**config.mk**
```make
export PLATFORM = sky130hd
export DESIGN_NAME = qsv_mac
export DESIGN_NICKNAME = d
export VERILOG_FILES = /design/src/rtl/core/qsv_pkg.sv /design/src/rtl/core/qsv_mac.sv
export SDC_FILE = /design/constraint.sdc
export NUM_CORES = 2
export LEC_CHECK = 0
export ABC_CLOCK_PERIOD_IN_PS = 6900
export BUFFER_PORTS_ARGS = -buffer_cell sky130_fd_sc_hd__buf_2
export CAP_MARGIN = 20
export CORE_MARGIN = 3
export CORE_UTILIZATION = 40
export CTS_CLUSTER_DIAMETER = 120
export DETAILED_ROUTE_END_ITERATION = 10
export GPL_ROUTABILITY_DRIVEN = 0
export HOLD_SLACK_MARGIN = 0.15
export PLACE_DENSITY = 0.59
export SLEW_MARGIN = 20
export SYNTH_ARGS = -nofsm -noshare
export SYNTH_HDL_FRONTEND = slang
export SYNTH_SLANG_ARGS = --single-unit
```
**constraint.sdc**
```tcl
create_clock -name clk -period 6.9 [get_ports clk]
set_clock_uncertainty 0.1 [all_clocks]
set_input_delay 1.725 -clock clk [delete_from_list [all_inputs] [get_ports clk]]
set_output_delay 1.725 -clock clk [all_outputs]
set_load 0.005 [all_outputs]
```
**src/rtl/core/qsv_pkg.sv**
```systemverilog
// Shared constants, types and arithmetic helpers of the state-vector gate engine.
package qsv_pkg;

	localparam int STATE_DEPTH = 1024;
	localparam int FRAC_BITS = 30;
	localparam int AW = $clog2(STATE_DEPTH);
	localparam int MAXQ = AW;
	localparam int QW = 4;
	localparam int CW = 3;
	localparam int DW = 32;
	localparam int EW = 2 * DW;
	localparam int ACW = EW + 2;

	typedef logic [AW-1:0] addr_t;
	typedef logic [EW-1:0] amp_t;

	typedef enum logic [CW-1:0] {
		CMD_INIT    = 3'd0,
		CMD_GATE    = 3'd1,
		CMD_CNOT    = 3'd2,
		CMD_QUERY   = 3'd3,
		CMD_MEASURE = 3'd4
	} cmd_t;

	typedef struct packed {
		logic valid;
		logic clear;
		logic negate;
		logic last;
	} mac_ctrl_t;

	localparam amp_t AMP_ONE = EW'(1) << (FRAC_BITS + DW);
	localparam logic signed [ACW-1:0] RND_HALF = ACW'(1) << (FRAC_BITS - 1);
	localparam logic signed [ACW-1:0] SAT_HI = ACW'(33'sh0_7FFF_FFFF);
	localparam logic signed [ACW-1:0] SAT_LO = -(ACW'(1) << (DW - 1));

	function automatic logic [DW-1:0] round_sat(input logic signed [ACW-1:0] acc);
		logic signed [ACW-1:0] sum;
		logic signed [ACW-1:0] r;
		sum = acc + RND_HALF;
		r = sum >>> FRAC_BITS;
		if (r > SAT_HI) begin
			return 32'h7FFF_FFFF;
		end else if (r < SAT_LO) begin
			return 32'h8000_0000;
		end
		return r[DW-1:0];
	endfunction

endpackage

```
**src/rtl/core/qsv_mac.sv**
```systemverilog
// Registered signed multiplier followed by an accumulator for the gate and probability sums.
module qsv_mac (
	input  logic                          clk,
	input  logic                          arst_n,
	input  qsv_pkg::mac_ctrl_t            ctrl,
	input  logic signed [qsv_pkg::DW-1:0] op_a,
	input  logic signed [qsv_pkg::DW-1:0] op_b,
	output logic signed [qsv_pkg::ACW-1:0] acc,
	output logic                          done
);
	import qsv_pkg::*;

	mac_ctrl_t ctrl_s1;
	logic signed [EW-1:0] prod_s1;
	logic signed [ACW-1:0] acc_q;
	logic signed [ACW-1:0] term;
	logic done_q;

	assign term = ctrl_s1.negate ? -$signed({{2{prod_s1[EW-1]}}, prod_s1})
	                             : $signed({{2{prod_s1[EW-1]}}, prod_s1});

	always_ff @(posedge clk or negedge arst_n) begin
		if (!arst_n) begin
			ctrl_s1 <= '0;
			done_q <= 1'b0;
		end else begin
			ctrl_s1 <= ctrl;
			done_q <= ctrl_s1.valid & ctrl_s1.last;
		end
	end

	always_ff @(posedge clk) begin
		prod_s1 <= op_a * op_b;
		if (ctrl_s1.valid) begin
			acc_q <= (ctrl_s1.clear ? '0 : acc_q) + term;
		end
	end

	assign acc = acc_q;
	assign done = done_q;

endmodule

```
==> impl_metrics.toml <==
[status]
status = "finished, violations left"
violations = "negative setup slack"

[drt]
ant_nets = 0
detailedRoute.firstPassIterationCount = 5
num_vias = 32905
routed_wirelength_microns = 118000
drt_iter0_markers = 1550
routedWlPerCell_microns = 17.6
drc = 0
vias_per_cell = 4.90

[grt]
grt_pass1_vias = 35661
global_route.usage.total_pct = 20.8
overflow = 0
grt_max_degree = 68
antenna_found_initial = 2
grt_first_pass_wirelength_microns = 193000

[die]
ioPinCount = 137
die_height_microns = 340
dieArea_sq_um = 116000
initial_core_util_pct = 40.7
core_sq_um = 110000
die_w_microns = 340
placementRows = 121

[clocking]
clk_path_buf_depth = 2
cts.hold.buffers_added = 0
h-tree-depth = 4
cts.clk_slew.worst_paths_ns = 0.06
cts_tree = "done"
clock_latency_ns = 0.43
clock_sinks = 135
numCtsBuffers = 17
clockRootBuffer = "clkbuf_16"

[placement]
portBuffers = 136
hpwl_microns = 102000
dpl-instance-area_sq_um = 50800

[cells_and_area]
drive_above_1_share_pct = 20.3
final_cell_mix = "1,035 x fa_1, 976 x inv_1, 554 x nand2_1"
final_common_cell = "fa_1"
utilization_pct = 49.5
nets = 6624
design_area_sq_um = 54300
fillers = 10232
synthToLayoutAreaGrowth_pct = 21.6

[yosys]
synth_cell_types = 73
synth.avg_cell_area_sq_um = 9.39
synth_seq_area_share_pct = 7.59
yosysWarningCount = 0
synth_edf_count = 66
syn_nets = 6159
synthArstFlopShare_pct = 3.70
synthesis.area_sq_um = 44600
ys.flop_type = "edfxtp_1"
syn_inst = 4756
ys_ff_latch = 135

[worst_setup_path]
cpPeakStageDelay_ns = 0.59
crit_top_cell = "fa_1"
cpLargestDelayFamily = "adder cells"
cp_slowest_cell = "fa_2"
cp.arrival_ns = 8.56
cp-end-kind = "flip-flop"
crit_type = "input pin to flip-flop"
critPathMaxFanout = 4
startpoint_type = "input pin"
worstPathRequired_ns = 7.11
cp.buffers_inverters = 7

[timing]
finalSetupViolations = 48
slew_violations = 0
tightest_slew_ns = 0.933
period_needed_ns = 8.36
post-route-period-util_pct = 121
final_hold_viol_count = 0
max-slew-margin-rel_pct = 37.8
holdWs_ns = 0.350
rsz0062_at_grt = "yes"
max_freq_ghz = 0.120
setup_ws_ns = -1.46

[hold_path]
min_path_type = "flip-flop to flip-flop"

[job]
drv_cap = 0
## path summary, 6_finish.rpt
kind / to / startpoint / depth (start not counted) / slack (ns)
setup / recovery: prod_s1[57]$_DFF_P_ / op_a[16] / 26 / -1.46
hold reg to reg: done$_DFF_PN0_ / ctrl_s1[0]$_DFF_PN0_ / 1 / 0.35
setup reg to reg: acc[64]$_DFFE_PP_ / prod_s1[3]$_DFF_P_ / 22 / 0.62
max in group asynchronous: ctrl_s1[2]$_DFF_PN0_ / arst_n / 1 / 5.53
min in group asynchronous: ctrl_s1[1]$_DFF_PN0_ / arst_n / 1 / 1.00
hold / removal: done$_DFF_PN0_ / ctrl_s1[0]$_DFF_PN0_ / 1 / 0.35
## synth_stat cells (10+ instances only)
master    instances  area [sq um]
a211oi_1         10          75.1
a21o_1           68           510
a21oi_1         130           651
a31oi_1          13          81.3
and2_1          502          3140
and3_1           13          81.3
clkbuf_1        226           848
dfxtp_1          64          1280
edfxtp_1         66          1980
fa_1           1083         21700
ha_1            250          3130
inv_1          1026          3850
nand2_1         584          2190
nand2b_1         20           125
nand3_1          15          75.1
nand4_1          16           100
nor2_1           86           323
nor2b_1          76           475
nor3_1           17          85.1
o211ai_1         12          90.1
o21a_1           13          97.6
o21ai_0          71           355
o21ai_1          13          65.1
o21bai_1         24           180
o31ai_1          28           210
or3_1            10          62.6
xnor2_1         156          1370
xor2_1           42           368
## final cells by class
class	instances	area, sq um	share of cell area [%]
Multi-Input combinational cell	3366	38100	70.1
Tap cell	1476	1850	3.40
Clock buffer	22	518	0.954
Sequential cell	135	3390	6.25
Timing Repair Buffer	675	6530	12.0
Inverter	1026	3850	7.10
Clock inverter	10	103	0.189
Antenna cell	2	5.00	0.00922
## worst reg2reg max path: cells and delay by family (launching register included)
family / cells / cell delay (ns)
AND/OR/NAND/NOR: 10 / 2.95
AO/OA/AOI/OAI: 7 / 1.71
buffers and inverters: 3 / 0.44
adder cells (fa/ha/maj): 1 / 0.44
flip-flops: 1 / 0.36
XOR/XNOR: 1 / 0.11
## routing by layer
metal | vias to the layer above | routed length [microns] | global-route usage, %
met3 | 103 | 3930 | 1.52
li1 | 15102 | - | -
met4 | 0 | 1920 | 3.49
met5 | - | 0 | 0
met1 | 17097 | 52200 | 28.3
met2 | 603 | 60100 | 36.8
## flip-flops by register name (all words and copies together) (netlist names)
register and cells:
acc 66, done 1, prod_s1 64, ctrl_s1 4
## per-stage QoR
stage,cells,setup TNS [ns],setup slack (ns)
after floorplan,4756,-45.06,-1.85
after global placement,6595,-86.00,-2.31
after detailed placement,6595,-88.14,-2.31
after CTS,6677,-49.19,-1.60
after global routing,6710,-59.06,-1.69
final,6712,-49.75,-1.46
## kinds of logic (layout without fill, tap and decap cells)
| kind of cell | after synthesis | count (layout) | share of synthesized area, % |
|---|---|---|---|
| buffers and inverters | 1255 | 1733 | 10.6 |
| AND/OR/NAND/NOR | 1393 | 1393 | 16.0 |
| XOR/XNOR | 198 | 198 | 3.88 |
| other | 0 | 2 | 0 |
| adder cells (fa/ha/maj) | 1333 | 1333 | 55.6 |
| flip-flops | 135 | 135 | 7.59 |
| AO/OA/AOI/OAI | 442 | 442 | 6.43 |
## what timing repair did
item | 4_1_cts | 5_1_grt
endpoints found under the setup margin | 54 | 52
pin swaps | 127 | 135
setup buffers | 49 | 34
gates resized for setup | 335 | 191
cloned | 6 | 4
Power is not shown: default switching activity piles up to over one toggle a cycle in this logic, so the estimate is an artifact.
