<file path="config.mk">
export PLATFORM = sky130hd
export DESIGN_NAME = qsv_isqrt
export DESIGN_NICKNAME = d
export VERILOG_FILES = /design/src/rtl/core/qsv_pkg.sv /design/src/rtl/core/qsv_isqrt.sv
export SDC_FILE = /design/constraint.sdc
export NUM_CORES = 1
export LEC_CHECK = 0
export ABC_CLOCK_PERIOD_IN_PS = 5730
export BUFFER_PORTS_ARGS = -buffer_cell sky130_fd_sc_hd__buf_2
export CAP_MARGIN = 20
export CORE_ASPECT_RATIO = 1.2
export CORE_MARGIN = 2
export CORE_UTILIZATION = 35
export CTS_CLUSTER_DIAMETER = 120
export DETAILED_ROUTE_END_ITERATION = 8
export GPL_ROUTABILITY_DRIVEN = 1
export PLACE_DENSITY = 0.52
export SETUP_SLACK_MARGIN = 0.1
export SYNTH_ARGS = -nofsm -noshare
export SYNTH_HDL_FRONTEND = slang
export SYNTH_SLANG_ARGS = --single-unit
export TNS_END_PERCENT = 30
</file>
<file path="constraint.sdc">
create_clock -name clk -period 5.73 [get_ports clk]
set_input_delay 1.146 -clock clk [delete_from_list [all_inputs] [get_ports clk]]
set_output_delay 1.146 -clock clk [all_outputs]
set_load 0.005 [all_outputs]
</file>
<file path="src/rtl/core/qsv_pkg.sv">
// Shared constants, types and arithmetic helpers of the state-vector gate engine.
package qsv_pkg;

	localparam int STATE_DEPTH = 1024;
	localparam int FRAC_BITS = 30;
	localparam int AW = $clog2(STATE_DEPTH);
	localparam int MAXQ = AW;
	localparam int QW = 4;
	localparam int CW = 3;
	localparam int DW = 32;
	localparam int EW = 2 * DW;
	localparam int ACW = EW + 2;

	typedef logic [AW-1:0] addr_t;
	typedef logic [EW-1:0] amp_t;

	typedef enum logic [CW-1:0] {
		CMD_INIT    = 3'd0,
		CMD_GATE    = 3'd1,
		CMD_CNOT    = 3'd2,
		CMD_QUERY   = 3'd3,
		CMD_MEASURE = 3'd4
	} cmd_t;

	typedef struct packed {
		logic valid;
		logic clear;
		logic negate;
		logic last;
	} mac_ctrl_t;

	localparam amp_t AMP_ONE = EW'(1) << (FRAC_BITS + DW);
	localparam logic signed [ACW-1:0] RND_HALF = ACW'(1) << (FRAC_BITS - 1);
	localparam logic signed [ACW-1:0] SAT_HI = ACW'(33'sh0_7FFF_FFFF);
	localparam logic signed [ACW-1:0] SAT_LO = -(ACW'(1) << (DW - 1));

	function automatic logic [DW-1:0] round_sat(input logic signed [ACW-1:0] acc);
		logic signed [ACW-1:0] sum;
		logic signed [ACW-1:0] r;
		sum = acc + RND_HALF;
		r = sum >>> FRAC_BITS;
		if (r > SAT_HI) begin
			return 32'h7FFF_FFFF;
		end else if (r < SAT_LO) begin
			return 32'h8000_0000;
		end
		return r[DW-1:0];
	endfunction

endpackage

</file>
<file path="src/rtl/core/qsv_isqrt.sv">
// Digit-by-digit integer square root, two radicand bits per cycle.
module qsv_isqrt (
	input  logic                   clk,
	input  logic                   arst_n,
	input  logic                   start,
	input  qsv_pkg::amp_t          radicand,
	output logic                   busy,
	output logic                   done,
	output logic [qsv_pkg::DW-1:0] root
);
	import qsv_pkg::*;

	amp_t v_q;
	amp_t r_q;
	amp_t bit_q;
	amp_t rb;
	logic busy_q;
	logic done_q;

	assign rb = r_q + bit_q;

	always_ff @(posedge clk or negedge arst_n) begin
		if (!arst_n) begin
			v_q <= '0;
			r_q <= '0;
			bit_q <= '0;
			busy_q <= 1'b0;
			done_q <= 1'b0;
		end else begin
			done_q <= 1'b0;
			if (start) begin
				v_q <= radicand;
				r_q <= '0;
				bit_q <= EW'(1) << (EW - 2);
				busy_q <= 1'b1;
			end else if (busy_q) begin
				if (v_q >= rb) begin
					v_q <= v_q - rb;
					r_q <= (r_q >> 1) + bit_q;
				end else begin
					r_q <= r_q >> 1;
				end
				bit_q <= bit_q >> 2;
				if (bit_q == EW'(1)) begin
					busy_q <= 1'b0;
					done_q <= 1'b1;
				end
			end
		end
	end

	assign root = r_q[DW-1:0];
	assign busy = busy_q;
	assign done = done_q;

endmodule

</file>
==> impl_metrics.json, run 1 <==
{
  "status": "complete, no violations",
  "drive_gt1_frac": 0.197,
  "cts-root-buf": "clkbuf_16",
  "syn_avg_cell_area_um2": 7.75,
  "h-tree-depth": 4,
  "synth_xor_area_frac": 0.0779,
  "drc_errors": 0,
  "yosys.area_share.simple": 0.200,
  "die_h_um": 242,
  "ys_ff_latch": 162,
  "clockBufferDepth": 2,
  "synth_area_leaders": "dfrtp_1 25%, ha_1 9.8%, nor2_1 5.5%",
  "num_rows": 87,
  "fin_crit_ns": 5.56,
  "fin_nets": 2492,
  "clock.fmax_mhz": 180,
  "ys.flop_type": "dfrtp_1",
  "crit_arrival_ns": 5.93,
  "gp_congestion": 0.925,
  "hold_buffers": 0,
  "end_kind": "flip-flop",
  "fin_area_um2": 19700,
  "critical_path_required_ns": 6.10,
  "seq_area_frac_synth": 0.245,
  "via_per_inst": 5.66,
  "setup_violations": 0,
  "coreArea_um2": 46800,
  "tns_ns": 0,
  "dpl_cell_area_um2": 18300,
  "port-buffer-count": 100,
  "synth_top_family_by_area": "compound AO/OA/AOI/OAI gates",
  "reg2reg_depth": 24,
  "ant_nets": 0,
  "grt_pass1_vias": 15981,
  "hold_depth": 2,
  "slew_headroom": 0.315,
  "start_util": 0.353,
  "fin_crit_sh": 0.970,
  "clkTransAtPathRegs_ns": 0.07,
  "die_w_um": 202,
  "grtUsageTotal": 0.230,
  "netlist.area_leader.share": 0.245,
  "cts_tree": "done",
  "hold_viol": 0,
  "min_path_type": "flip-flop to flip-flop",
  "min_to": "v_q[35]",
  "drtIter0Drc": 1456,
  "skew_ns": 0.0141,
  "grt_antenna_before_repair": 0,
  "cts_buffers": 17,
  "yosysTopAreaCell": "dfrtp_1",
  "worst_slew_pin_slew_ns": 1.03,
  "finalHoldWorstSlack_ns": 0.563,
  "hp-start": "v_q[35]",
  "drt-wirelength-per-cell_um": 19.5,
  "n_fill_cell": 4770,
  "grt-ovfl-total": 0,
  "diodes": 0,
  "syn_inst": 2131,
  "startpoint_type": "flip-flop",
  "rrSetupSlack_ns": 0.17,
  "finalWorstSetupSlack_ns": 0.171,
  "die_area_um2": 49000,
  "grt_setup_unrepaired": "true",
  "crit_fanout": 7,
  "worstReg2RegEnd": "r_q[43]",
  "ioPinCount": 101,
  "r2r-start": "bit_q[2]",
  "first_pass_iters": 7,
  "grt_pass1_wl_um": 89500,
  "syn2layout_area_growth_pct": 19.5,
  "muxShareOfSynthArea": 0.0305,
  "synth_fp_nets": 2329,
  "slew_viol_final": 0,
  "critPathKind": "flip-flop to flip-flop",
  "p_leak_nw": 8.81,
  "synth_compound_area_frac": 0.282,
  "async_reset_ff_frac": 1.00,
  "cap_viol_max_count": 0,
  "synth_area_um2": 16500,
  "powerDensity_nw_per_um2": 526,
  "synth-edff-count": 0,
  "ys_warn_count": 0,
  "worstSkewPairLatency_ns": 0.48,
  "dpl_worst_slack_ns": -0.152,
  "yosysUniqueCellTypes": 100,
  "vias": 16572,
  "wl_um": 57100,
  "synth-adder-area-share": 0.0997,
  "dp_hpwl_um": 43200,
  "grt_max_degree": 91,
  "cts_sinks": 162,
  "worst_ir_drop_vdd_uv": 316
}
## sequential cells by signal (all words and copies together), names as in the netlist
signal,cells
r_q,64
v_q,64
bit_q,32
busy,1
done,1
## worst max-delay path by stage
stage                   from      end  slack, ns  cells past startpoint
global route         r_q[12]  r_q[43]      -0.07                     23
floorplan             r_q[2]  v_q[34]       0.31                     24
CTS                  r_q[12]  r_q[47]       0.10                     23
finish              bit_q[2]  r_q[43]       0.17                     24
global placement      r_q[2]   v_q[7]      -0.08                     25
detailed placement   r_q[12]  r_q[10]      -0.15                     22
## logic make-up (layout without fill, tap and decap cells)
logic type,Yosys count,count (layout)
xor+xnor,147,147
compound gates,715,715
simple gates,723,723
flops,162,162
buf+inv,203,379
fa+ha+maj,131,131
mux,50,50
## where the power goes
group / total (mW) / internal, mW / leakage, nW / switching (mW)
Combinational: 7.43 / 3.31 / 6.42 / 4.12
Clock: 1.22 / 0.661 / 0.282 / 0.561
Sequential: 1.73 / 1.44 / 2.11 / 0.288
Total: 10.4 / 5.42 / 8.81 / 4.96
## stage by stage
| step | instances | power (mW) | util |
|---|---|---|---|
| after floorplan | 2131 | 6.30 | - |
| after global placement | 2868 | 8.32 | 0.391 |
| after detailed placement | 2868 | 8.36 | 0.391 |
| after CTS | 2909 | 9.94 | 0.410 |
| after global routing | 2930 | 11.2 | 0.422 |
| final | 2930 | 10.4 | 0.422 |
## cells in the mapped netlist (19+ instances only)
| library cell | number |
|---|---|
| nor2_1 | 241 |
| nand2_1 | 228 |
| a21oi_1 | 179 |
| dfrtp_1 | 162 |
| o21ai_0 | 162 |
| ha_1 | 130 |
| clkbuf_1 | 79 |
| xnor2_1 | 75 |
| xor2_1 | 72 |
| a31oi_1 | 62 |
| mux2i_1 | 47 |
| a21o_1 | 46 |
| inv_1 | 45 |
| nand4_1 | 44 |
| a211oi_1 | 43 |
| nand3_1 | 43 |
| buf_4 | 42 |
| nor3_1 | 37 |
| o21bai_1 | 25 |
| o21a_1 | 23 |
| and3_1 | 22 |
| buf_2 | 19 |
| o21ai_1 | 19 |
## worst max-delay path, cell delays in order (launching register included)
cell and delay, ns:
dfrtp_1 0.42, ha_4 0.29, a31o_4 0.16, o211ai_2 0.11
or3_4 0.42, a31oi_4 0.19, buf_4 0.17, a21o_1 0.14
a31oi_2 0.12, o21a_1 0.23, o21ai_2 0.14, a31oi_1 0.11
xor2_1 0.19, ha_1 0.35, nand4_1 0.15, nor2_1 0.16
nand2_1 0.09, or4_4 0.42, a311oi_2 0.29, buf_4 0.17
o22ai_4 0.10, bufbuf_16 0.29, buf_4 0.13, or3_1 0.33
a311oi_1 0.28
## layout by cell type (no fill, tap or decap), types with 22 or more instances in the layout
| cell | count |
|---|---|
| nor2_1 | 239 |
| nand2_1 | 227 |
| buf_4 | 183 |
| a21oi_1 | 175 |
| dfrtp_1 | 161 |
| o21ai_0 | 147 |
| ha_1 | 118 |
| buf_2 | 98 |
| xnor2_1 | 75 |
| xor2_1 | 71 |
| a31oi_1 | 58 |
| mux2i_1 | 47 |
| a21o_1 | 46 |
| inv_1 | 44 |
| nand4_1 | 44 |
| nand3_1 | 43 |
| a211oi_1 | 37 |
| nor3_1 | 36 |
| o21ai_1 | 29 |
| o21bai_1 | 25 |
| o21a_1 | 23 |
| and3_1 | 22 |
## area by class of cell
type	instances	area [um2]	share of cell area
multi-input combinational	1766	11900	0.601
sequential	162	4060	0.206
timing repair buffer	302	2280	0.116
tap	623	779	0.0395
clock buffer	19	443	0.0224
inverter	45	169	0.00856
clock inverter	13	149	0.00754
## what timing repair did
item,in CTS,in global routing
cloned,3,2
setup endpoints to repair,125,127
resized for setup,24,84
pin swaps,17,47
setup buffers,6,19
## routing by layer
layer	GRT usage	wire, um	vias up
met1	0.323	27000	7917
li1	-	-	8127
met4	0.0704	1280	0
met5	0	0	-
met3	0.0226	2540	58
met2	0.371	26300	470
No activity file was read; power rests on OpenSTA's default activity.
==> run 2: changes to the inputs <==
--- a/config.mk
+++ b/config.mk
@@ -10,5 +10,5 @@
 export CAP_MARGIN = 20
 export CORE_ASPECT_RATIO = 1.2
-export CORE_MARGIN = 2
+export CORE_MARGIN = 1.5
 export CORE_UTILIZATION = 35
 export CTS_CLUSTER_DIAMETER = 120
==> constraint.sdc (replaced) <==
create_clock -name clk -period 5.73 [get_ports clk]
set_input_delay 0.2865 -clock clk [delete_from_list [all_inputs] [get_ports clk]]
set_output_delay 0.2865 -clock clk [all_outputs]
set_load 0.005 [all_outputs]
==> run 2 against run 1 <==
Via count about the same. Combinational power decreased by 1%. Worst setup slack improved by 0.0050 ns. Critical path depth increased by 1. Core utilization decreased by 0.31 points. Clock skew decreased by 0.0012 ns. Register-to-register slack about the same. Clock-buffer cell count increased by 1.
==> impl_metrics.json, run 2 (same netlist as run 1, synthesis figures left out) <==
{
  "crit_fanout": 5,
  "grt_pass1_wl_um": 89400,
  "diodes": 0,
  "coreArea_um2": 46800,
  "finalHoldWorstSlack_ns": 0.0318,
  "grt_pass1_vias": 15912,
  "cts-root-buf": "clkbuf_16",
  "drive_gt1_frac": 0.190,
  "first_pass_iters": 6,
  "grtUsageTotal": 0.233,
  "clkTransAtPathRegs_ns": 0.08,
  "fin_nets": 2485,
  "h-tree-depth": 4,
  "final_common_cell": "nor2_1",
  "status": "complete, no violations",
  "wl_um": 57200,
  "critPathKind": "flip-flop to flip-flop",
  "slew_viol_final": 0,
  "p_leak_nw": 8.77,
  "end_kind": "flip-flop",
  "worst_slew_pin_slew_ns": 1.00,
  "grt_setup_unrepaired": "true",
  "final_cell_mix": "240 x nor2_1, 227 x nand2_1, 177 x a21oi_1",
  "min_path_type": "input port to flip-flop",
  "drt-wirelength-per-cell_um": 19.6,
  "die_w_um": 201,
  "grt_max_degree": 96,
  "ioPinCount": 101,
  "crit_arrival_ns": 5.94,
  "die_area_um2": 48500,
  "fin_crit_sh": 0.969,
  "startpoint_type": "flip-flop",
  "ant_nets": 0,
  "gp_congestion": 0.961,
  "num_rows": 87,
  "cap_viol_max_count": 0,
  "syn2layout_area_growth_pct": 18.6,
  "die_h_um": 241,
  "setup_violations": 0,
  "worstSkewPairLatency_ns": 0.46,
  "start_util": 0.353,
  "grt-ovfl-total": 0,
  "powerDensity_nw_per_um2": 526,
  "cts_tree": "done",
  "worst_ir_drop_vdd_uv": 289,
  "top_regs": "r_q (64), v_q (64), bit_q (32)",
  "drtIter0Drc": 1524,
  "critical_path_required_ns": 6.12,
  "clock.fmax_mhz": 180,
  "dp_hpwl_um": 42700,
  "grt_antenna_before_repair": 0,
  "finalWorstSetupSlack_ns": 0.176,
  "vias": 16566,
  "slew_headroom": 0.332,
  "via_per_inst": 5.67,
  "cts_sinks": 162,
  "drc_errors": 0,
  "fin_crit_ns": 5.55,
  "port-buffer-count": 100,
  "clockBufferDepth": 2,
  "n_fill_cell": 4812,
  "dpl_worst_slack_ns": -0.230,
  "skew_ns": 0.0129,
  "hold_viol": 0,
  "cts_buffers": 17
}
## run 2: critical path, stage by stage (launching register included)
cell and delay [ns]:
dfrtp_1 0.42, ha_4 0.28, and2_4 0.13, nand4_1 0.17, nor4_4 0.45, o21ai_2 0.13
a31oi_4 0.21, o31a_1 0.20, nor4_2 0.06, or4b_1 0.48, xor2_1 0.16, ha_1 0.30
nand4_1 0.16, nor2_2 0.18, nand2_1 0.09, or4_4 0.42, a311oi_2 0.29, buf_4 0.17
o22ai_4 0.07, buf_12 0.15, buf_6 0.12, nor2_4 0.21, buf_6 0.14, nand3b_1 0.07
mux2_2 0.28, a21oi_2 0.12
## run 2: per-stage QoR
step	cell area [um2]	total power [mW]	TNS, ns	utilization	std cells
floorplan	16500	6.30	0	-	2131
global placement	18300	8.24	-3.15	0.390	2865
detailed placement	18300	8.28	-7.73	0.390	2865
CTS	19200	10.0	0	0.410	2911
global route	19600	11.1	-0.644	0.419	2923
finish	19600	10.3	0	0.419	2923
## run 2: final timing paths
path | from | to | slack [ns] | cells past startpoint
hold / removal | radicand[34] | v_q[34] | 0.03 | 2
hold reg to reg | v_q[44] | v_q[44] | 0.55 | 2
setup / recovery | r_q[12] | r_q[62] | 0.18 | 25
max in group asynchronous | arst_n | v_q[18] | 4.03 | 3
setup reg to reg | r_q[12] | r_q[62] | 0.18 | 25
min in group asynchronous | arst_n | v_q[57] | 0.40 | 2
## run 2: metal layers
layer	vias to the layer above	wire, um	GRT usage
li1	8095	-	-
met1	7939	27300	0.324
met2	459	26300	0.380
met3	73	2480	0.0269
met4	0	1140	0.0658
met5	-	0	0
## run 2: report_power, final
part	internal [mW]	switching (mW)
clock	0.675	0.571
combinational	3.23	4.09
sequential	1.44	0.288
## run 2: layout make-up
type                    instances  area (um2)  share of cell area
multi-input cells            1766       11800               0.602
flip-flops and latches        162        4060               0.207
repair buffers                295        2190               0.112
well taps                     623         779              0.0398
clock buffers                  20         457              0.0233
inverters                      45         169             0.00862
clock inverters                12         146             0.00747
## run 2: repair_timing
item                       CTS  global route
pin swaps                   13            36
hold buffers                 1             0
hold endpoints to repair    82             0
gates resized for setup     26            65
gates cloned                 3             2
setup endpoints to repair  127           128
setup buffers               10            11
