## config.mk

```make
export PLATFORM = sky130hd
export DESIGN_NAME = qsv_div
export DESIGN_NICKNAME = d
export VERILOG_FILES = /design/src/rtl/core/qsv_pkg.sv /design/src/rtl/core/qsv_div.sv
export SDC_FILE = /design/constraint.sdc
export NUM_CORES = 1
export LEC_CHECK = 0
export BUFFER_PORTS_ARGS = -buffer_cell sky130_fd_sc_hd__buf_4
export CAP_MARGIN = 40
export CORE_ASPECT_RATIO = 0.7
export CORE_MARGIN = 1.5
export CORE_UTILIZATION = 40
export CTS_BUF_LIST = sky130_fd_sc_hd__clkbuf_8
export DETAILED_ROUTE_END_ITERATION = 6
export RECOVER_POWER = 25
export SETUP_SLACK_MARGIN = 0.1
export SYNTH_ARGS = -nofsm -noshare
export SYNTH_HDL_FRONTEND = slang
export SYNTH_SLANG_ARGS = --single-unit
```

## constraint.sdc

```tcl
create_clock -name clk -period 2.8 [get_ports clk]
set_input_delay 0.14 -clock clk [delete_from_list [all_inputs] [get_ports clk]]
set_output_delay 0.14 -clock clk [all_outputs]
set_load 0.01 [all_outputs]
```

## src/rtl/core/qsv_pkg.sv

```systemverilog
// Shared constants, types and arithmetic helpers of the state-vector gate engine.
package qsv_pkg;

	localparam int STATE_DEPTH = 1024;
	localparam int FRAC_BITS = 30;
	localparam int AW = $clog2(STATE_DEPTH);
	localparam int MAXQ = AW;
	localparam int QW = 4;
	localparam int CW = 3;
	localparam int DW = 32;
	localparam int EW = 2 * DW;
	localparam int ACW = EW + 2;

	typedef logic [AW-1:0] addr_t;
	typedef logic [EW-1:0] amp_t;

	typedef enum logic [CW-1:0] {
		CMD_INIT    = 3'd0,
		CMD_GATE    = 3'd1,
		CMD_CNOT    = 3'd2,
		CMD_QUERY   = 3'd3,
		CMD_MEASURE = 3'd4
	} cmd_t;

	typedef struct packed {
		logic valid;
		logic clear;
		logic negate;
		logic last;
	} mac_ctrl_t;

	localparam amp_t AMP_ONE = EW'(1) << (FRAC_BITS + DW);
	localparam logic signed [ACW-1:0] RND_HALF = ACW'(1) << (FRAC_BITS - 1);
	localparam logic signed [ACW-1:0] SAT_HI = ACW'(33'sh0_7FFF_FFFF);
	localparam logic signed [ACW-1:0] SAT_LO = -(ACW'(1) << (DW - 1));

	function automatic logic [DW-1:0] round_sat(input logic signed [ACW-1:0] acc);
		logic signed [ACW-1:0] sum;
		logic signed [ACW-1:0] r;
		sum = acc + RND_HALF;
		r = sum >>> FRAC_BITS;
		if (r > SAT_HI) begin
			return 32'h7FFF_FFFF;
		end else if (r < SAT_LO) begin
			return 32'h8000_0000;
		end
		return r[DW-1:0];
	endfunction

endpackage

```

## src/rtl/core/qsv_div.sv

```systemverilog
// Restoring divider that produces the rescaled magnitude, one quotient bit per cycle.
module qsv_div (
	input  logic                  clk,
	input  logic                  arst_n,
	input  logic                  start,
	input  qsv_pkg::amp_t         dividend,
	input  logic [qsv_pkg::DW-1:0] divisor,
	output logic                  busy,
	output logic                  done,
	output logic [qsv_pkg::DW-1:0] quotient
);
	import qsv_pkg::*;

	localparam int QB = DW + 1;
	localparam int CNTW = $clog2(QB + 1);

	logic [DW-1:0] rem_q;
	logic [QB-1:0] dvd_q;
	logic [QB-1:0] quo_q;
	logic [CNTW-1:0] cnt_q;
	logic [DW-1:0] dsr_q;
	logic busy_q;
	logic done_q;
	logic ovf_q;
	logic [QB-1:0] trial;
	logic [QB-1:0] diff;
	logic fits;
	logic [EW-QB-1:0] head;

	assign head = dividend[EW-1:QB];
	assign trial = {rem_q, dvd_q[QB-1]};
	assign fits = trial >= {1'b0, dsr_q};
	assign diff = trial - {1'b0, dsr_q};

	always_ff @(posedge clk or negedge arst_n) begin
		if (!arst_n) begin
			busy_q <= 1'b0;
			done_q <= 1'b0;
			ovf_q <= 1'b0;
			cnt_q <= '0;
			rem_q <= '0;
			dvd_q <= '0;
			quo_q <= '0;
			dsr_q <= '0;
		end else begin
			done_q <= 1'b0;
			if (start) begin
				dsr_q <= divisor;
				quo_q <= '0;
				if (DW'(head) >= divisor) begin
					ovf_q <= 1'b1;
					done_q <= 1'b1;
				end else begin
					ovf_q <= 1'b0;
					busy_q <= 1'b1;
					rem_q <= DW'(head);
					dvd_q <= dividend[QB-1:0];
					cnt_q <= CNTW'(QB);
				end
			end else if (busy_q) begin
				rem_q <= fits ? diff[DW-1:0] : trial[DW-1:0];
				dvd_q <= dvd_q << 1;
				quo_q <= {quo_q[QB-2:0], fits};
				cnt_q <= cnt_q - 1'b1;
				if (cnt_q == CNTW'(1)) begin
					busy_q <= 1'b0;
					done_q <= 1'b1;
				end
			end
		end
	end

	always_comb begin
		if (ovf_q || quo_q > QB'(33'h0_8000_0000)) begin
			quotient = 32'h8000_0000;
		end else begin
			quotient = quo_q[DW-1:0];
		end
	end

	assign busy = busy_q;
	assign done = done_q;

endmodule

```

==> flow_metrics.py, run 1 <==
metrics = {
    "power_and_ir_drop": {
        "pwr-share-seq_pct": 23.3,
        "vdd_drop_max_mv": 0.4108,
        "powerDensity_nw_per_um2": 892.6,
        "internal-power_uw": 7196,
        "total_power_uw": 11830,
        "power_leakage_uw": 0.006601,
        "p_comb_share_pct": 62.0,
        "switching_share_pct": 39.17,
        "power_switching_uw": 4634,
        "clkPwrFrac_pct": 14.7,
    },
    "synth": {
        "ys_seq_elements": 139,
        "syn_area_per_cell_um2": 8.910,
        "synthArstFlopShare_pct": 100.0,
        "synthFlopType": "dfrtp_1",
        "synth.distinct_cells": 60,
        "syn_inst": 1032,
        "synth_edf_count": 0,
        "mappedNetlistNets": 1197,
        "synth_warnings": 0,
        "ys_seq_area_share_pct": 37.83,
        "netlist_area_um2": 9195,
    },
    "global_routing": {
        "overflow": 0,
        "grt_pass1_wl_mm": 42.32,
        "grt_pass1_vias": 8324,
        "grt_start_max_net_pins": 115,
        "track_usage_pct": 22.33,
        "antenna_found_initial": 0,
    },
    "clock_tree": {
        "clockBufferDepth": 2,
        "tritoncts": "yes",
        "clkSinkCount": 139,
        "clock-root-buffer": "clkbuf_8",
        "insertion_delay_ns": 0.46,
        "htreeDepth": 4,
        "numCtsBuffers": 17,
        "clk_pin_slew_ns": 0.08,
    },
    "timing": {
        "maxSlewHeadroom_pct": -12.09,
        "timing.final.crit_share_pct": 103.4,
        "setup_violations": 6,
        "maxSlewViolCount": 63,
        "fin_ws_ns": -0.09512,
        "tns_ns": -0.3332,
        "clock_skew_ns": 0.01026,
        "hold_violations": 0,
        "timing.fmax_mhz": 345.4,
        "grt_setup_unrepaired": "true",
        "min_period_ns": 2.895,
        "tightest_slew_ns": 1.681,
    },
    "drt": {
        "wl_per_cell_um": 15.77,
        "firstDrtPassIters": 5,
        "postRouteAntennaNets": 0,
        "vias": 8454,
        "avgViaCountPerCell": 5.056,
        "wl_mm": 26.37,
        "first_iter_violations": 455,
        "drcViolationCount": 0,
    },
    "worst_setup_path": {
        "ff2ff_path_depth": 13,
        "cp.required_ns": 3.21,
        "setup.worst_path.class": "flop to flop",
        "cp-start-kind": "flop",
        "crit_path_end_kind": "flop",
        "crit_start": "dvd_q[32]",
        "arrival_ns": 3.31,
        "r2r-start": "dvd_q[32]",
        "reg2reg_setup_slack_ns": -0.1,
        "critPathMaxFanout": 3,
        "worstReg2RegEnd": "rem_q[28]",
    },
    "floorplan": {
        "die_width_um": 184.2,
        "rows": 46,
        "ioPinCount": 133,
        "fp.dieH_um": 129.9,
        "initial_utilization_pct": 40.65,
        "dieArea_um2": 23920,
        "design.core.area_um2": 22620,
    },
    "hold_path": {
        "min_from": "dividend[43]",
        "hp-class": "input pin to flop",
        "min_to": "rem_q[10]",
        "hold_depth": 4,
    },
    "layout": {
        "final_layout_size_suffix_gt1_share_pct": 30.51,
        "fillers": 1982,
        "regArea_um2": 3480,
        "antennaDiodeCount": 0,
        "final_nets": 1512,
        "area_growth_pct": 44.13,
        "multiInputGateArea_um2": 5729,
    },
    "placement": {
        "dp_hpwl_mm": 18.22,
        "gp_congestion": 0.9029,
        "numPortBuffers": 132,
    },
    "status": {
        "status": "complete, but fails checks",
        "violations": "capacitance limit, slew limit, setup timing",
    },
    "run": {
        "drv_cap": 1,
    },
}
==> worst max-delay path: stages (launching register included) <==
cell       delay [ns]
dfrtp_1          0.38
inv_1            0.06
ha_2             0.17
inv_2            0.04
fa_2             0.34
a21o_1           0.22
a221oi_4         0.29
o211ai_1         0.14
a221oi_2         0.35
o21ai_2          0.11
a211oi_2         0.22
xor2_1           0.11
a2111oi_2        0.31
a21o_1           0.12
==> power groups by stage <==
stage	Combinational, uW	Sequential, uW	Clock [uW]
3_5_place_dp	5770	2740	0
5_1_grt	7950	2810	1870
2_1_floorplan	3740	2680	0
6_report	7330	2760	1740
3_3_place_gp	5720	2740	0
4_1_cts	6490	2730	1790
==> state kept, by name, summed over array words and instances (netlist names) <==
register  flops
dsr_q        32
dvd_q        33
busy          1
rem_q        32
ovf_q         1
quo_q        33
done          1
cnt_q         6
==> synthesized netlist by cell type (11+ instances only) <==
library cell	number	share of area (%)
xnor2_1	22	2.1
xor2_1	11	1.0
dfrtp_1	139	38
nand2_1	130	5.3
ha_1	65	8.8
inv_1	78	3.2
clkbuf_1	40	1.6
and2_1	32	2.2
o21ai_1	24	1.3
o21ai_0	87	4.7
nor3_1	12	0.65
o211ai_1	11	0.90
mux2i_1	84	9.1
and3_1	18	1.2
a21oi_1	49	2.7
a21o_1	15	1.2
nor2_1	62	2.5
mux2_2	17	2.1
==> per-stage QoR <==
step | cell area, um2 | hold slack [ns] | cells | setup slack [ns] | utilization, %
floorplan | 9209 | -0.1556 | 1032 | 0.02775 | -
global placement | 11240 | 0.1753 | 1532 | -0.3203 | 49.67
detailed placement | 11240 | 0.1684 | 1532 | -0.2913 | 49.67
CTS | 12810 | 0.0005818 | 1659 | -0.1394 | 56.64
global route | 13250 | 0.02225 | 1672 | -0.2961 | 58.59
finish | 13250 | 0.03260 | 1672 | -0.09512 | 58.59
==> cells by family after synthesis <==
logic type      synth area share [%]
buf+inv                        6.205
fa+ha+maj                      9.062
flops                          37.83
simple gates                   15.46
xor+xnor                       3.143
compound gates                 17.08
mux                            11.23
==> per-layer routing <==
layer	track usage, %	wire, um
met1	32.44	13360
met2	33.44	11300
met5	0	0
met4	5.593	345
met3	5.191	1357
==> area by class of cell <==
class	instances	share of cell area (%)
clock buffer	17	1.765
timing repair buffer	355	22.28
sequential	139	26.26
clock inverter	15	1.312
multi-input combinational	756	43.23
inverter	78	2.209
tap	312	2.946
==> worst max-delay path by stage <==
stage | endpoint | cells past startpoint
global placement | rem_q[23] | 12
finish | rem_q[28] | 13
CTS | rem_q[28] | 13
detailed placement | dvd_q[5] | 12
floorplan | rem_q[28] | 13
global route | rem_q[28] | 13
==> timing repair <==
item / CTS / global route
endpoints found under the setup margin: 33 / 64
hold buffers: 84 / 0
gates cloned: 0 / 2
setup buffers: 11 / 13
endpoints found under the hold margin: 144 / 0
gates resized for setup: 49 / 80
pin swaps: 18 / 41
==> layout by cell type, fill, tap and decap left out, types with 17 or more instances in the layout <==
master | Yosys | layout
o21ai_0 | 87 | 79
inv_1 | 78 | 71
xnor2_1 | 22 | 17
dfrtp_1 | 139 | 138
nor2_1 | 62 | 62
and2_1 | 32 | 31
o21ai_1 | 24 | 26
clkbuf_8 | 0 | 17
nand2_1 | 130 | 129
buf_4 | 2 | 255
a21oi_1 | 49 | 39
ha_1 | 65 | 49
mux2i_1 | 84 | 83
dlygate4sd3_1 | 0 | 84
No activity file was read; power rests on OpenSTA's default activity.
==> inputs of run 2 (changes only) <==
- CORE_ASPECT_RATIO: 0.7 -> default
==> run 2 against run 1 <==
Against the previous run: the run still ends with capacitance limit, slew limit, setup timing left; first-iteration DRC count down 17%; hold slack better by 0.0020 ns; clock-buffer cell count up 1; via count down 1.7%; core utilization down 1.2 points; clock skew up 0.0037 ns; sequential power about the same; global-route usage down 0.78 points; die area about the same; non-clock buffer count down 17; critical path depth unchanged; worst setup slack better by 0.017 ns.
==> flow_metrics.py, run 2 (synthesis results as in run 1) <==
metrics = {
    "status": {
        "status": "complete, but fails checks",
        "violations": "capacitance limit, slew limit, setup timing",
    },
    "power_and_ir_drop": {
        "vdd_drop_max_mv": 0.3920,
        "power_leakage_uw": 0.006491,
        "powerDensity_nw_per_um2": 846.7,
    },
    "clock_tree": {
        "clkSinkCount": 139,
        "insertion_delay_ns": 0.46,
        "clockBufferDepth": 2,
        "numCtsBuffers": 17,
        "clock-root-buffer": "clkbuf_8",
        "clk_pin_slew_ns": 0.09,
        "htreeDepth": 4,
        "tritoncts": "yes",
    },
    "floorplan": {
        "initial_utilization_pct": 40.74,
        "design.core.area_um2": 22570,
        "ioPinCount": 133,
        "rows": 55,
        "dieArea_um2": 23910,
        "fp.dieH_um": 154.6,
        "die_width_um": 154.6,
    },
    "layout": {
        "finish.instance_area_um2": 12960,
        "final_layout_size_suffix_gt1_share_pct": 27.57,
        "layout_common_cells": "buf_4 (235), dfrtp_1 (138), nand2_1 (129), mux2i_1 (84), dlygate4sd3_1 (84)",
        "layout_commonest_cell": "buf_4",
        "area_growth_pct": 40.93,
        "final_nets": 1494,
        "antennaDiodeCount": 0,
        "fillers": 1997,
        "instances_no_fill": 1627,
        "final_core_util_pct": 57.41,
        "reg.largest.list": "dvd_q: 33 flops, quo_q: 33 flops",
    },
    "timing": {
        "setup_violations": 6,
        "hold_violations": 0,
        "fin_ws_ns": -0.07833,
        "grt_setup_unrepaired": "true",
        "tightest_slew_ns": 2.118,
        "timing.fmax_mhz": 347.4,
        "timing.final.crit_share_pct": 102.8,
        "maxSlewHeadroom_pct": -41.18,
        "clock_skew_ns": 0.01392,
        "min_period_ns": 2.878,
        "maxSlewViolCount": 165,
    },
    "global_routing": {
        "grt_start_max_net_pins": 89,
        "grt_pass1_vias": 8336,
        "track_usage_pct": 21.55,
        "grtUsageMet1_pct": 27.88,
        "grt_use_met3_pct": 4.315,
        "overflow": 0,
        "gr-usage-met2_pct": 36.10,
        "grt_pass1_wl_mm": 41.19,
        "antenna_found_initial": 0,
        "busiest_layer": "met2",
    },
    "placement": {
        "place_area_um2": 11180,
        "gp_congestion": 0.8864,
        "dp_hpwl_mm": 17.95,
        "place_inst": 1492,
        "post-place-ws_ns": -0.1721,
        "numPortBuffers": 132,
    },
    "worst_setup_path": {
        "setup.worst_path.class": "flop to flop",
        "crit_path_end_kind": "flop",
        "critPathMaxFanout": 3,
        "cp.required_ns": 3.21,
        "arrival_ns": 3.28,
        "cp-start-kind": "flop",
    },
    "drt": {
        "wl_per_cell_um": 15.39,
        "first_iter_violations": 378,
        "postRouteAntennaNets": 0,
        "wl_mm": 25.04,
        "vias": 8313,
        "firstDrtPassIters": 4,
        "avgViaCountPerCell": 5.109,
        "drcViolationCount": 0,
    },
    "hold_path": {
        "hp-class": "input pin to flop",
    },
    "run": {
        "drv_cap": 2,
    },
}
-- run 2: cell types whose count changed in the layout (fill, tap and decap cells not counted), sizes merged --
cell and delta:
bufinv -2, nor2 -1, clkinv -2, buf -21, inv +5, clkinvlp -2, clkbuf +4, dlymetal6s4s +1
-- run 2: where the power goes --
part	internal, uW	switching [uW]	leakage [uW]
clock network	764	924	0.000198
logic	3380	3160	0.00455
registers	2420	316	0.00174
total	6570	4400	0.00649
-- run 2: repair_timing --
item                                    CTS  global route
hold endpoints to repair                157             0
hold buffers                             85             0
gates resized for setup                  39            39
cloned                                    1             1
pin swaps                                23            12
setup buffers                            11             6
endpoints found under the setup margin   32            59
-- run 2: cell type report --
class                           count  area [um2]  share of cell area, %
Tap cell                          285       356.6                  2.752
Inverter                           78       292.8                  2.259
Clock inverter                     14       153.9                  1.188
Sequential cell                   139        3480                  26.85
Timing Repair Buffer              338        2897                  22.35
Multi-Input combinational cell    755        5532                  42.69
Clock buffer                       18       247.7                  1.912
-- run 2: final timing paths --
kind,start,to,slack [ns],depth (start not counted)
worst min register to register,dvd_q[18],dvd_q[18],0.48,2
worst min-delay path,dividend[36],rem_q[3],0.03,3
min in group asynchronous,arst_n,dsr_q[13],0.78,2
max in group asynchronous,arst_n,dsr_q[1],0.82,2
worst max-delay path,dvd_q[32],rem_q[28],-0.08,13
worst max register to register,dvd_q[32],rem_q[28],-0.08,13
-- run 2: routing by layer --
layer	share of wire, %	wire, um	vias to the layer above
met5	0	0	-
met4	2.5	617	0
met3	4.2	1057	34
met2	48	11910	161
met1	46	11450	3927
li1	-	-	4191
-- run 2: per-stage QoR --
step	power [uW]	hold WS, ns	setup TNS [ns]
floorplan	6421	-0.1556	0
global placement	8341	0.2437	-1.738
detailed placement	8376	0.2342	-2.542
CTS	10730	0.01113	-0.5089
global route	11780	0.02254	-2.896
finish	10970	0.03460	-0.2139
-- run 2: critical path: stages (launching register included) --
cell       delay, ns
dfrtp_1         0.39
inv_2           0.08
ha_4            0.13
inv_2           0.03
fa_2            0.33
a21o_1          0.22
a221oi_4        0.26
o211ai_1        0.15
a221oi_2        0.38
o21ai_2         0.12
a211oi_2        0.21
xor2_1          0.11
a2111oi_2       0.31
a21o_1          0.12
==> inputs of run 3 (changes only) <==
- CORE_MARGIN: 1.5 -> 8
==> run 3 against run 2 <==
Against the previous run: cell area rose by 1.4%; flip-flop and latch count is the same; global-route usage down 3.2 points; total power grew 5.9%; final cell count rose by 0.12%; hold slack about the same; sequential share of layout area down 0.36 points; clock-buffer cell count fell by 1; the run still ends with capacitance limit, slew limit, setup timing left; maximum frequency rose by 0.52%; critical path type unchanged; clock skew fell by 0.00090 ns; wire length up 2.1%.
==> flow_metrics.py, run 3 (synthesis results as in run 1) <==
metrics = {
    "hold_path": {
        "min_from": "dividend[43]",
        "hold_depth": 4,
        "min_to": "rem_q[10]",
        "hp-class": "input pin to flop",
    },
    "drt": {
        "avgViaCountPerCell": 5.118,
        "postRouteAntennaNets": 0,
        "wl_per_cell_um": 15.70,
        "vias": 8338,
        "drcViolationCount": 0,
        "firstDrtPassIters": 5,
        "first_iter_violations": 325,
        "wl_mm": 25.57,
    },
    "worst_setup_path": {
        "path_depth": 13,
        "setup.worst_path.class": "flop to flop",
        "cp_num_buf_inv": 2,
        "crit_top_cell": "a21o_1",
        "worstReg2RegEnd": "rem_q[28]",
        "cp_top_family": "compound AO/OA/AOI/OAI gates",
        "reg2reg_setup_slack_ns": -0.06,
        "path_cells": "inv_1 > ha_2 > inv_2 > fa_2 > a21o_1 > a221oi_4 > o211ai_1 > a221oi_2 > o21ai_2 > a211oi_2 > xor2_1 > a2111oi_2 > a21o_1",
        "crit_path_end_kind": "flop",
        "arrival_ns": 3.28,
        "cp.required_ns": 3.22,
        "r2r-start": "dvd_q[32]",
        "cp-start-kind": "flop",
        "critPathMaxFanout": 3,
        "max_stage_delay_ns": 0.38,
        "ff2ff_path_depth": 13,
        "cpMaxStageDelayCell": "dfrtp_1",
    },
    "run": {
        "drv_cap": 2,
    },
    "layout": {
        "instances_no_fill": 1629,
        "area_growth_pct": 42.89,
        "final_nets": 1496,
        "final_layout_size_suffix_gt1_share_pct": 28.87,
        "layout_commonest_cell": "buf_4",
        "finish.instance_area_um2": 13140,
        "reg.largest.list": "dvd_q: 33 flops, quo_q: 33 flops",
        "layout_common_cells": "buf_4 (235), dfrtp_1 (137), nand2_1 (129), dlygate4sd3_1 (88), mux2i_1 (84)",
        "fillers": 1974,
        "antennaDiodeCount": 0,
    },
    "timing": {
        "timing.final.crit_share_pct": 102.3,
        "grt_setup_unrepaired": "true",
        "hold_violations": 0,
        "min_period_ns": 2.863,
        "clock_skew_ns": 0.01302,
        "setup_violations": 5,
        "tightest_slew_ns": 1.938,
        "timing.fmax_mhz": 349.2,
        "hold_slack_ns": 0.03433,
        "maxSlewHeadroom_pct": -29.22,
        "maxSlewViolCount": 194,
        "tns_ns": -0.1078,
        "fin_ws_ns": -0.06343,
    },
    "floorplan": {
        "ioPinCount": 133,
        "die_width_um": 167.6,
        "fp.dieH_um": 167.6,
        "design.core.area_um2": 22570,
        "rows": 55,
        "initial_utilization_pct": 40.74,
        "dieArea_um2": 28090,
    },
    "global_routing": {
        "grt_start_max_net_pins": 123,
        "grt_pass1_wl_mm": 42.46,
        "busiest_layer": "met2",
        "overflow": 0,
        "grt_use_met3_pct": 4.138,
        "track_usage_pct": 18.33,
        "grtUsageMet1_pct": 23.05,
        "gr-usage-met2_pct": 31.31,
        "antenna_found_initial": 0,
        "grt_pass1_vias": 8494,
    },
    "clock_tree": {
        "insertion_delay_ns": 0.47,
        "clkSinkCount": 139,
        "htreeDepth": 4,
        "clockBufferDepth": 2,
        "clock-root-buffer": "clkbuf_8",
        "tritoncts": "yes",
        "clk_pin_slew_ns": 0.10,
        "numCtsBuffers": 17,
    },
    "status": {
        "status": "complete, but fails checks",
        "violations": "capacitance limit, slew limit, setup timing",
    },
    "placement": {
        "place_inst": 1489,
        "dp_hpwl_mm": 18.39,
        "gp_congestion": 0.8834,
        "numPortBuffers": 132,
        "place_area_um2": 11140,
    },
    "power_and_ir_drop": {
        "powerDensity_nw_per_um2": 884.7,
        "power_leakage_uw": 0.006535,
        "vdd_drop_max_mv": 0.4462,
        "total_power_uw": 11620,
    },
}
-- run 3: cell types whose count changed in the layout (fill, tap and decap cells not counted), sizes merged --
cell          previous run  this run
dlymetal6s4s             1         0
inv                     86        87
clkbuf                  22        20
dlygate4sd3             84        88
-- run 3: worst min-delay path, stage by stage --
cell,delay (ns)
buf_4,0.08
nand2_1,0.05
o211ai_1,0.08
o21a_1,0.11
-- run 3: area by class of cell --
class	instances	area (um2)	area share [%]
Clock inverter	15	177.7	1.352
Multi-Input combinational cell	755	5699	43.38
Sequential cell	139	3481	26.49
Timing Repair Buffer	340	2898	22.05
Clock buffer	17	234.0	1.781
Inverter	78	292.8	2.228
Tap cell	285	356.6	2.714
-- run 3: timing repair --
action                                  4_1_cts  5_1_grt
hold endpoints to repair                    153        0
pin swaps                                    24       37
endpoints found under the setup margin       30       61
hold buffers                                 88        0
resized for setup                            43       74
setup buffers                                11        9
-- run 3: stage by stage --
| step | setup WS [ns] | utilization (%) |
|---|---|---|
| finish | -0.06343 | 58.21 |
| global route | -0.2405 | 58.21 |
| CTS | -0.07572 | 56.47 |
| detailed placement | -0.2258 | 49.37 |
| global placement | -0.1883 | 49.37 |
| floorplan | 0.02775 | - |
-- run 3: layer usage --
layer | share of wire [%] | up-vias
li1 | - | 4184
met1 | 46 | 3986
met2 | 49 | 146
met3 | 4.0 | 22
met4 | 1.2 | 0
met5 | 0 | -
-- run 3: worst max-delay path by stage --
stage                  from   endpoint  slack, ns
6_report          dvd_q[32]  rem_q[28]      -0.06
3_5_place_dp   dividend[58]   dvd_q[7]      -0.23
3_3_place_gp   dividend[59]  dvd_q[25]      -0.19
4_1_cts           dvd_q[32]  rem_q[28]      -0.08
5_1_grt           dvd_q[32]  rem_q[28]      -0.24
2_1_floorplan     dvd_q[32]  rem_q[28]       0.03
-- run 3: report_power, final --
| part | switching (uW) | internal (uW) |
|---|---|---|
| clock network | 964 | 757 |
| logic | 3280 | 3850 |
| registers | 345 | 2420 |
